$ cat src/rtl/core/midi_channel_message_parser_top_macros.svh
// Assertion macros for the MIDI channel message parser.
`ifndef MIDI_CHANNEL_MESSAGE_PARSER_TOP_MACROS_SVH
`define MIDI_CHANNEL_MESSAGE_PARSER_TOP_MACROS_SVH

// Check a property on every clock edge outside reset.
`define MCMP_ASSERT(label, prop, msg) \
    label: assert property (@(posedge i_clk) disable iff (!i_rst_n) (prop)) else $error(msg);

// Check that a condition implies a consequence on the same clock edge.
`define MCMP_ASSERT_IMPL(label, cond, cons, msg) \
    label: assert property (@(posedge i_clk) disable iff (!i_rst_n) (cond) |-> (cons)) \
        else $error(msg);

`endif

$ cat src/rtl/core/mcmp_pkg.sv
// Shared types, constants and functions of the MIDI channel message parser.
package mcmp_pkg;

    typedef enum logic [1:0] {
        MSG_NOTE_OFF = 2'd0,
        MSG_NOTE_ON  = 2'd1,
        MSG_CTRL     = 2'd2,
        MSG_PITCH    = 2'd3
    } t_msg_type;

    typedef enum logic [1:0] {
        EV_NOTE    = 2'd0,
        EV_ALL_OFF = 2'd1,
        EV_CTRL    = 2'd2,
        EV_PITCH   = 2'd3
    } t_event_kind;

    typedef struct packed {
        logic       valid;
        logic [7:0] rx_byte;
    } t_byte_req;

    localparam logic [1:0] POS_STATUS = 2'd0;
    localparam logic [1:0] POS_DATA1  = 2'd1;
    localparam logic [1:0] POS_DATA2  = 2'd2;

    localparam logic [3:0] ST_NOTE_OFF = 4'h8;
    localparam logic [3:0] ST_NOTE_ON  = 4'h9;
    localparam logic [3:0] ST_CTRL     = 4'hB;
    localparam logic [3:0] ST_PITCH    = 4'hE;

    localparam logic [7:0] CC_ALL_SOUND_OFF = 8'd120;
    localparam logic [7:0] CC_ALL_NOTES_OFF = 8'd123;

    localparam logic [15:0] PITCH_MAX    = 16'h4000;
    localparam logic [7:0]  PITCH_TOP    = 8'd128;
    localparam logic [4:0]  DRUM_CHANNEL = 5'd10;
    localparam logic [2:0]  VOICE_DRUM   = 3'd4;
    localparam logic [2:0]  VOICE_NONE   = 3'd5;

    function automatic logic [2:0] voice_of(input logic [4:0] chan);
        logic [4:0] idx;
        idx = chan - 5'd1;
        if (chan >= 5'd1 && chan <= 5'd4) begin
            return idx[2:0];
        end else if (chan == DRUM_CHANNEL) begin
            return VOICE_DRUM;
        end else begin
            return VOICE_NONE;
        end
    endfunction

endpackage

$ cat src/rtl/core/mcmp_in_reg.sv
// Input register stage that holds one received byte until the parser takes it.
module mcmp_in_reg
    import mcmp_pkg::*;
(
    input  logic      i_clk,
    input  logic      i_rst_n,
    input  logic      i_valid,
    output logic      o_stall,
    input  logic [7:0] i_rx_byte,
    input  logic      i_advance,
    output t_byte_req o_req
);

    logic       r_valid;
    logic       n_valid;
    logic [7:0] r_byte;
    logic       accept;

    assign o_stall = r_valid && !i_advance;
    assign accept  = i_valid && !o_stall;

    always_comb begin
        if (accept) begin
            n_valid = 1'b1;
        end else if (i_advance) begin
            n_valid = 1'b0;
        end else begin
            n_valid = r_valid;
        end
    end

    always_ff @(posedge i_clk) begin
        if (!i_rst_n) begin
            r_valid <= 1'b0;
        end else begin
            r_valid <= n_valid;
        end
        if (accept) begin
            r_byte <= i_rx_byte;
        end
    end

    assign o_req.valid   = r_valid;
    assign o_req.rx_byte = r_byte;

endmodule

$ cat src/rtl/core/mcmp_decode.sv
// Message state, event decode and result register.
module mcmp_decode
    import mcmp_pkg::*;
(
    input  logic        i_clk,
    input  logic        i_rst_n,
    input  t_byte_req   i_req,
    output logic        o_advance,
    output logic        o_out_valid,
    input  logic        i_out_stall,
    output t_event_kind o_event_kind,
    output logic [2:0]  o_voice_target,
    output logic [4:0]  o_midi_channel,
    output logic [7:0]  o_key_or_controller,
    output logic [7:0]  o_event_value
);

    logic [1:0]  r_pos;
    logic [1:0]  n_pos;
    t_msg_type   r_type;
    t_msg_type   n_type;
    logic [3:0]  r_chan;
    logic [3:0]  n_chan;
    logic [7:0]  r_data1;
    logic [7:0]  n_data1;
    logic        r_out_valid;
    logic        n_out_valid;
    t_event_kind r_kind;
    t_event_kind n_kind;
    logic [2:0]  r_voice;
    logic [7:0]  r_key;
    logic [7:0]  n_key;
    logic [7:0]  r_value;
    logic [7:0]  n_value;
    logic [4:0]  r_midi_chan;
    logic [4:0]  chan;
    logic        emit;
    logic        out_taken;
    logic [15:0] pitch_sum;
    logic [15:0] pitch_clamp;
    logic [7:0]  b;

    assign b         = i_req.rx_byte;
    assign out_taken = r_out_valid && !i_out_stall;
    assign o_advance = i_req.valid && (!r_out_valid || !i_out_stall);
    assign chan      = {1'b0, r_chan} + 5'd1;

    assign pitch_sum   = {1'b0, b, 7'd0} + {8'd0, r_data1};
    assign pitch_clamp = (pitch_sum > PITCH_MAX) ? PITCH_MAX : pitch_sum;

    always_comb begin
        n_pos   = r_pos;
        n_type  = r_type;
        n_chan  = r_chan;
        n_data1 = r_data1;
        emit    = 1'b0;
        n_kind  = EV_NOTE;
        n_key   = r_data1;
        n_value = b;
        unique case (r_pos)
            POS_STATUS: begin
                n_pos  = POS_DATA1;
                n_chan = b[3:0];
                unique case (b[7:4])
                    ST_NOTE_OFF: n_type = MSG_NOTE_OFF;
                    ST_NOTE_ON:  n_type = MSG_NOTE_ON;
                    ST_CTRL:     n_type = MSG_CTRL;
                    ST_PITCH:    n_type = MSG_PITCH;
                    default: begin
                        // drop unsupported status, stay at message start
                        n_pos  = POS_STATUS;
                        n_chan = r_chan;
                    end
                endcase
            end
            POS_DATA1: begin
                n_data1 = b;
                n_pos   = POS_DATA2;
            end
            default: begin
                n_pos = POS_STATUS;
                emit  = 1'b1;
                unique case (r_type)
                    MSG_NOTE_OFF: begin
                        n_kind  = EV_NOTE;
                        n_value = 8'd0;
                    end
                    MSG_NOTE_ON: begin
                        n_kind = EV_NOTE;
                    end
                    MSG_CTRL: begin
                        if (r_data1 == CC_ALL_SOUND_OFF || r_data1 == CC_ALL_NOTES_OFF) begin
                            n_kind  = EV_ALL_OFF;
                            n_key   = 8'd0;
                            n_value = 8'd0;
                        end else begin
                            n_kind = EV_CTRL;
                        end
                    end
                    default: begin
                        n_kind  = EV_PITCH;
                        n_key   = 8'd0;
                        n_value = pitch_clamp[14:7];
                    end
                endcase
            end
        endcase
    end

    always_comb begin
        if (o_advance) begin
            n_out_valid = emit;
        end else if (out_taken) begin
            n_out_valid = 1'b0;
        end else begin
            n_out_valid = r_out_valid;
        end
    end

    always_ff @(posedge i_clk) begin
        if (!i_rst_n) begin
            r_pos       <= POS_STATUS;
            r_type      <= MSG_NOTE_OFF;
            r_chan      <= 4'd0;
            r_data1     <= 8'd0;
            r_out_valid <= 1'b0;
        end else begin
            r_out_valid <= n_out_valid;
            if (o_advance) begin
                r_pos   <= n_pos;
                r_type  <= n_type;
                r_chan  <= n_chan;
                r_data1 <= n_data1;
            end
        end
        if (o_advance && emit) begin
            r_kind      <= n_kind;
            r_voice     <= voice_of(chan);
            r_midi_chan <= chan;
            r_key       <= n_key;
            r_value     <= n_value;
        end
    end

    assign o_out_valid         = r_out_valid;
    assign o_event_kind        = r_kind;
    assign o_voice_target      = r_voice;
    assign o_midi_channel      = r_midi_chan;
    assign o_key_or_controller = r_key;
    assign o_event_value       = r_value;

endmodule

$ cat src/rtl/core/midi_channel_message_parser_top.sv
// MIDI channel message parser: one received byte in per request, one event per message out.
// Takes one byte per clock cycle with no gaps while the event side keeps up. A byte passes
// an input register and then the decode logic into the result register. Note-off, note-on,
// control change and pitch bend are recognized; the two bytes after a recognized status byte
// are data whatever their value.
module midi_channel_message_parser_top
    import mcmp_pkg::*;
(
    input  logic       i_clk,
    input  logic       i_rst_n,
    input  logic       i_in_valid,
    output logic       o_in_stall,
    input  logic [7:0] i_rx_byte,
    output logic       o_out_valid,
    input  logic       i_out_stall,
    output logic [1:0] o_event_kind,
    output logic [2:0] o_voice_target,
    output logic [4:0] o_midi_channel,
    output logic [7:0] o_key_or_controller,
    output logic [7:0] o_event_value
);

`include "midi_channel_message_parser_top_macros.svh"

    t_byte_req   s_req;
    logic        s_advance;
    t_event_kind s_kind;

    mcmp_in_reg u_in_reg (
        .i_clk     (i_clk),
        .i_rst_n   (i_rst_n),
        .i_valid   (i_in_valid),
        .o_stall   (o_in_stall),
        .i_rx_byte (i_rx_byte),
        .i_advance (s_advance),
        .o_req     (s_req)
    );

    mcmp_decode u_decode (
        .i_clk               (i_clk),
        .i_rst_n             (i_rst_n),
        .i_req               (s_req),
        .o_advance           (s_advance),
        .o_out_valid         (o_out_valid),
        .i_out_stall         (i_out_stall),
        .o_event_kind        (s_kind),
        .o_voice_target      (o_voice_target),
        .o_midi_channel      (o_midi_channel),
        .o_key_or_controller (o_key_or_controller),
        .o_event_value       (o_event_value)
    );

    assign o_event_kind = s_kind;

    `MCMP_ASSERT(a_new_event_from_byte, $rose(o_out_valid) |-> $past(s_req.valid), "event without a byte")
    `MCMP_ASSERT_IMPL(a_pitch_range, o_out_valid && s_kind == EV_PITCH, o_key_or_controller == 8'd0 && o_event_value <= PITCH_TOP, "pitch event out of range")
    `MCMP_ASSERT_IMPL(a_drum_voice, o_out_valid && o_voice_target == VOICE_DRUM, o_midi_channel == DRUM_CHANNEL, "drum voice on wrong channel")
    `MCMP_ASSERT_IMPL(a_all_off_zero, o_out_valid && s_kind == EV_ALL_OFF, o_key_or_controller == 8'd0 && o_event_value == 8'd0, "all-off event carries data")

endmodule
$ cat config.mk
export PLATFORM = sky130hd
export DESIGN_NAME = midi_channel_message_parser_top
export DESIGN_NICKNAME = d
export VERILOG_FILES = /design/src/rtl/core/mcmp_pkg.sv /design/src/rtl/core/mcmp_in_reg.sv /design/src/rtl/core/mcmp_decode.sv /design/src/rtl/core/midi_channel_message_parser_top.sv
export VERILOG_INCLUDE_DIRS = /design/src /design/src/rtl/core
export SDC_FILE = /design/constraint.sdc
export NUM_CORES = 1
export LEC_CHECK = 0
export BUFFER_PORTS_ARGS = -buffer_cell sky130_fd_sc_hd__buf_4
export CORE_UTILIZATION = 49
export DETAILED_ROUTE_END_ITERATION = 6
export GPL_TIMING_DRIVEN = 0
export PLACE_DENSITY = 0.84
export SYNTH_ARGS = -nofsm -noshare
export SYNTH_HDL_FRONTEND = slang
export SYNTH_SLANG_ARGS = --single-unit
$ cat constraint.sdc
create_clock -name i_clk -period 2.2 [get_ports i_clk]
set_input_delay 0 -clock i_clk [delete_from_list [all_inputs] [get_ports i_clk]]
set_output_delay 0 -clock i_clk [all_outputs]
set_load 0.05 [all_outputs]
; ---- Word level (Yosys, flattened, before mapping)
; Cells that the tools add are included.
[totals]
output_inout_bits = 28
ff_bits = 52
[classes]
magnitude_cmp = 3
n_mux = 19
n_eq_ne = 10
n_reduce_logical = 23
addsub = 3
[ops]
columns = op, n
row1 = $mux W8, 4
row2 = $pmux W8 S3, 1
row3 = $add A15 B8 Y16, 1
row4 = $eq A4 B4 Y1 const B, 4
row5 = $eq A8 B7 Y1 const B, 2
row6 = $gt A16 B15 Y1 const B, 1
row7 = $pmux W8 S2, 1
row8 = $mux W15, 1
row9 = $pmux W2 S2, 2
row10 = $pmux W2 S4, 1
row11 = $mux W1, 7
row12 = $logic_and A1 B1 Y1, 6
row13 = $reduce_and A3 Y1, 2
row14 = $add A4 B1 Y5 const B, 1
row15 = $eq A5 B4 Y1 const B, 1
row16 = $ge A5 B1 Y1 const B, 1
row17 = $le A5 B3 Y1 const B, 1
row18 = $eq A2 B1 Y1 const B, 2
row19 = $logic_not A1 Y1, 4
row20 = $logic_not A2 Y1, 2
row21 = $reduce_bool A2 Y1, 2
row22 = $reduce_bool A4 Y1, 1
row23 = $reduce_or A2 Y1, 2
row24 = $reduce_or A4 Y1, 1
row25 = 6 further kinds, 7

; ---- Longest topological paths before layout
[depth]
ltp_word = 8
mapped_depth = 7

; ---- Hierarchy
; From an unflattened synthesis, not the netlist that was laid out.
[unflattened]
cells_unflattened = 203
hier_area_um2 = 2436.1
[modules_own_cells]
columns = module, instances, cells_each, area_per_inst_um2
row1 = mcmp_decode, 1, 190, 2140.8
row2 = mcmp_in_reg, 1, 13, 295.3

; ---- Worst setup path before layout
; No wires, ideal clock.
[synth_path]
path_kind = flip-flop to flip-flop
startpoint = reg u_decode.r_out_valid (netlist: u_decode.o_out_valid)
endpoint = reg u_decode.r_kind[0] (netlist: u_decode.o_event_kind[0]), enable pin
synth_period_minus_slack_ns = 2.318
setup_time_ns = 0.409
path_stages_with_launch = 3
path_buffers = 0
arrival_time_ns = 1.910
slack_ns = -0.118
cell_sequence = dfxtp_1 -> a21bo_4 -> nor2_1
[synth_via]
elab_chain_cells = 4
[synth_rtl]
columns = element, line
row1 = from (decl), mcmp_decode.sv:26  ; logic r_out_valid;
row2 = from (signal assigned), mcmp_decode.sv:128  ; r_out_valid <= n_out_valid;
row3 = $logic_not A1 Y1, mcmp_decode.sv:45  ; assign o_advance = i_req.valid && (!r_out_valid || !i_out_stall);
row4 = $logic_or A1 B1 Y1, mcmp_decode.sv:45
row5 = $logic_and A1 B1 Y1, mcmp_decode.sv:45
row6 = $logic_and A1 B1 Y1, mcmp_decode.sv:136  ; if (o_advance && emit) begin
row7 = to (signal assigned), mcmp_decode.sv:137  ; r_kind <= n_kind;
row8 = to (decl), mcmp_decode.sv:28  ; t_event_kind r_kind;
; Every way passes these cells.
; A chain may end at the register's enable or synchronous reset.

; ---- Worst setup path in the final report
[layout_path]
startpoint = reg u_in_reg.r_byte[0]
endpoint = reg u_decode.r_value[3] (netlist: u_decode.o_event_value[3]) (data pin)
[layout_via]
elab_chain_cells = 5
[layout_rtl]
columns = element, line
row1 = from (decl), mcmp_in_reg.sv:16  ; logic [7:0] r_byte;
row2 = from (signal assigned), mcmp_in_reg.sv:39  ; r_byte <= i_rx_byte;
row3 = $add A15 B8 Y16 *, mcmp_decode.sv:48  ; assign pitch_sum = {1'b0, b, 7'd0} + {8'd0, r_data1};
row4 = $gt A16 B15 Y1, mcmp_decode.sv:49  ; assign pitch_clamp = (pitch_sum > PITCH_MAX) ? PITCH_MAX : pitch_sum;
row5 = $mux W15 *, mcmp_decode.sv:49
row6 = $pmux W8 S3 *, mcmp_decode.sv:83  ; unique case (r_type)
row7 = $mux W8 *, mcmp_decode.sv:60  ; unique case (r_pos)
row8 = named net u_decode.n_value[3], mcmp_decode.sv:34  ; logic [7:0] n_value;
row9 = to (signal assigned), mcmp_decode.sv:141  ; r_value <= n_value;
row10 = to (decl), mcmp_decode.sv:33  ; logic [7:0] r_value;
; The timed path passes the listed nets; every way through them passes the cells marked *.

==> out/qor.json <==
{
  "r2r-end": "u_decode.o_event_value[3]",
  "clock_transition_at_the_register_clock_pins_on_the_worst_setup_and_hold_paths_after_cts_ns": 0.09,
  "grt_pass1_wl_um": 7180,
  "share_of_cells_above_drive_strength_1": 0.222,
  "drt_pre_antenna_iters": 4,
  "core_area_um2": 4380,
  "main_combinational_cell_family_by_area_after_synthesis": "simple AND/OR/NAND/NOR gates",
  "timing.critical_path.required_ns": 2.38,
  "cp-startpoint": "u_in_reg.r_byte[0]",
  "clock_skew_ns": 0.00607,
  "grt_setup_unrepaired": "false",
  "synth-simple-area-share": 0.185,
  "postCtsResizedCells": 0,
  "largest_net_degree_at_the_start_of_global_routing": 27,
  "clk_root_buffer_cell": "sky130_fd_sc_hd__clkbuf_8",
  "post_synth_fa_ha_maj_area_fraction": 0.0221,
  "critPathMaxFanout": 10,
  "synthesis.area_per_instance_um2": 11.4,
  "finalMaxSlewViolations": 0,
  "synth_seq_area_share": 0.611,
  "area_of_the_multi_input_gates_um2": 822,
  "worstHoldPathCells": 2,
  "cts-htree-levels": 2,
  "status": "finished clean",
  "io_buffers": 39,
  "fillCellCount": 350,
  "min_delay_worst_endpoint": "u_in_reg.r_byte[2]",
  "critical_path_s_slowest_cell": "sky130_fd_sc_hd__edfxtp_1",
  "cts_tree": "yes",
  "synth_top_cells_by_area": "sky130_fd_sc_hd__edfxtp_1 (45%), sky130_fd_sc_hd__dfxtp_1 (16%), sky130_fd_sc_hd__nand3_1 (4.2%), sky130_fd_sc_hd__nand2_1 (4.0%), sky130_fd_sc_hd__nor2b_1 (3.3%)",
  "grt_pass1_vias": 1566,
  "final.min_clock_period_ns": 2.05,
  "max-clock-path-buffers": 2,
  "setup_total_negative_slack_ns": 0,
  "endpoint_kind_of_the_worst_setup_timing_path": "flop",
  "timing.reg2reg.setup_slack_ns": 0.15,
  "chipHeight_um": 69.9,
  "initialDrtViolationCount": 75,
  "placement.setup.worst_slack_ns": 0.188,
  "initial_core_util": 0.515,
  "postLayoutSetupSlackWorst_ns": 0.154,
  "wire_per_inst_um": 14.1,
  "postLayoutCoreUtil": 0.646,
  "maxCapViolCount": 0,
  "finalCritPeriodShare": 0.930,
  "synth_compound_area_frac": 0.124,
  "routabilityCongestion": 0.905,
  "synth_nets": 214,
  "io-pin-count": 40,
  "hold_path_startpoint": "i_rx_byte[2]",
  "power.ir.vdd_worst_mv": 0.447,
  "grt_use_total": 0.193,
  "worstSetupStartpointType": "flop",
  "floorplan.rows": 24,
  "worstPathCellList": "ha_1 > ha_1 > nand3_1 > nand4_1 > a21oi_4 > a21o_1 > a22o_1",
  "yosysWarnings": 0,
  "grt_remaining_overflow": 0,
  "power.static_leakage_uw": 0.00105,
  "synthToLayoutAreaGrowth_pct": 25.2,
  "routed_via_density": 5.35,
  "critical_path_class": "flop to flop",
  "vias": 1652,
  "cellPowerDensity_nw_per_um2": 620,
  "cts_inserted_buffers": 5,
  "worst_skew_pair.late_latency_ns": 0.30,
  "antenna_cells": 0,
  "final-setup-viol-count": 0,
  "worst_r2r_path_depth": 7,
  "crit_path_frequent_cell": "sky130_fd_sc_hd__ha_1",
  "clock_sinks": 52,
  "reg2reg_from": "u_in_reg.r_byte[0]",
  "drtAntennaViolNets": 0,
  "nNetsFinal": 272,
  "grt_antenna_before_repair": 0,
  "die_area_um2": 4890,
  "hold_class": "input port to flop",
  "yosys-mux-area-fraction": 0.00443,
  "synth.cell_area_um2": 2260,
  "area.sequential_um2": 1380,
  "slew-limit-headroom": 0.145,
  "final-hold-violation-count": 0,
  "critPathMaxStageDelay_ns": 0.48,
  "yosys.area.top_type": "sky130_fd_sc_hd__edfxtp_1",
  "detail_route.wirelength_um": 4360,
  "drc": 0,
  "clock.fmax_mhz": 489,
  "synthXorXnorAreaFrac": 0.0271,
  "gate_count_post_synth": 198,
  "dp_hpwl_um": 2940,
  "synth_top_cell_area_share": 0.452,
  "max_slew.worst_pin.slew_ns": 1.28,
  "worst-endpoint-arrival_ns": 2.22,
  "synth.distinct_cells": 39,
  "timing.hold.ws_ns": 0.407,
  "die_width_um": 69.9,
  "ys_seq_elements": 52
}
## per-layer routing
layer  track usage  share of wire  vias up
li1              -              -      829
met1         0.218           0.40      764
met2         0.344           0.52       48
met3        0.0390          0.050       11
met5             0              0        -
met4        0.0933          0.022        0
## cells by family after synthesis
logic type / count (synthesis)
mux: 1
fa+ha+maj: 4
compound gates: 41
buf+inv: 13
xor+xnor: 7
simple gates: 80
flops: 52
## state kept, by name, summed over array words and instances (netlist names)
| signal | flops |
|---|---|
| u_decode.o_midi_channel | 5 |
| u_decode.o_out_valid | 1 |
| u_in_reg.r_byte | 8 |
| u_decode.o_event_value | 8 |
| u_decode.r_type | 2 |
| u_decode.r_pos | 2 |
| u_decode.o_key_or_controller | 8 |
| u_decode.o_voice_target | 3 |
| u_decode.o_event_kind | 2 |
| u_decode.r_data1 | 8 |
| u_decode.r_chan | 4 |
| u_in_reg.r_valid | 1 |
## critical path, delay by kind of cell, from the launching register on
family | cells | cell delay, ns
flip-flops | 1 | 0.48
AO/OA/AOI/OAI | 3 | 0.59
adder cells (fa/ha/maj) | 2 | 0.50
AND/OR/NAND/NOR | 2 | 0.35
## layout by cell type (no fill, tap or decap), drive strengths merged, types with 4 or more instances in the layout
master,Yosys,layout
ha,4,4
a21o,4,4
nor2b,12,12
dfxtp,18,18
nor2,14,14
a21oi,13,13
nand3,19,19
clkbuf,3,11
o21ai,7,7
nand2,24,24
a22o,4,4
edfxtp,34,34
dlygate4sd3,0,12
a21boi,4,4
inv,7,7
buf,3,42
xnor2,4,4
## metrics by stage
stage / cells / total power (µW) / instance area [µm²]
after floorplan: 198 / 1180 / 2260
after global placement: 289 / 1220 / 2620
after detailed placement: 289 / 1220 / 2620
after CTS: 309 / 1770 / 2830
after global routing: 309 / 1820 / 2830
final: 309 / 1760 / 2830
## what timing repair did
action | CTS | global route
hold buffers | 12 | 0
hold endpoints to repair | 12 | 0
setup buffers | 0 | 0
## cells in the mapped netlist
| master | instances |
|---|---|
| sky130_fd_sc_hd__or4b_4 | 1 |
| sky130_fd_sc_hd__o2bb2ai_1 | 1 |
| sky130_fd_sc_hd__nand4_1 | 1 |
| sky130_fd_sc_hd__clkbuf_1 | 3 |
| sky130_fd_sc_hd__o21ai_0 | 5 |
| sky130_fd_sc_hd__a41oi_1 | 1 |
| sky130_fd_sc_hd__nand3_1 | 19 |
| sky130_fd_sc_hd__a21boi_0 | 3 |
| sky130_fd_sc_hd__nor2b_1 | 12 |
| sky130_fd_sc_hd__nor4b_4 | 1 |
| sky130_fd_sc_hd__ha_1 | 4 |
| sky130_fd_sc_hd__dfxtp_1 | 18 |
| sky130_fd_sc_hd__edfxtp_1 | 34 |
| sky130_fd_sc_hd__a21oi_4 | 1 |
| sky130_fd_sc_hd__o21ai_1 | 2 |
| sky130_fd_sc_hd__a31oi_1 | 3 |
| sky130_fd_sc_hd__or2_2 | 1 |
| sky130_fd_sc_hd__nor2_1 | 12 |
| sky130_fd_sc_hd__a21bo_4 | 1 |
| sky130_fd_sc_hd__nor2_2 | 2 |
| sky130_fd_sc_hd__buf_6 | 1 |
| sky130_fd_sc_hd__a21oi_1 | 12 |
| sky130_fd_sc_hd__inv_1 | 7 |
| sky130_fd_sc_hd__and3_2 | 1 |
| sky130_fd_sc_hd__a22oi_1 | 1 |
| sky130_fd_sc_hd__mux2i_1 | 1 |
| sky130_fd_sc_hd__xor2_1 | 3 |
| sky130_fd_sc_hd__a21boi_1 | 1 |
| sky130_fd_sc_hd__nand2_1 | 24 |
| sky130_fd_sc_hd__buf_2 | 2 |
| sky130_fd_sc_hd__a22o_1 | 4 |
| sky130_fd_sc_hd__xnor2_1 | 4 |
| sky130_fd_sc_hd__nand2b_1 | 1 |
| sky130_fd_sc_hd__and4_1 | 2 |
| sky130_fd_sc_hd__and2_1 | 1 |
| sky130_fd_sc_hd__and3_1 | 2 |
| sky130_fd_sc_hd__o21a_1 | 1 |
| sky130_fd_sc_hd__o22ai_1 | 1 |
| sky130_fd_sc_hd__a21o_1 | 4 |
## cell type report
class,instances,share of cell area
Buffer,6,0.0115
Clock buffer,8,0.0318
Inverter,7,0.00928
Multi-Input combinational cell,133,0.290
Sequential cell,52,0.488
Tap cell,52,0.0230
Timing Repair Buffer,51,0.146
## worst max-delay path by stage
stage                                  to  slack (ns)  cells past startpoint
2_1_floorplan    u_decode.o_event_kind[0]        0.32                      2
3_3_place_gp    u_decode.o_event_value[3]        0.24                      7
3_5_place_dp   u_decode.o_midi_channel[1]        0.19                      2
4_1_cts         u_decode.o_event_value[3]        0.17                      7
5_1_grt         u_decode.o_event_value[5]        0.03                      7
6_report        u_decode.o_event_value[3]        0.15                      7
## power breakdown
| part | internal, µW | total (µW) | switching, µW |
|---|---|---|---|
| sequential | 1060 | 1080 | 25.8 |
| clock | 257 | 538 | 282 |
| combinational | 67.2 | 133 | 66.3 |
| total | 1380 | 1760 | 374 |
(Power assumes the default switching activity.)
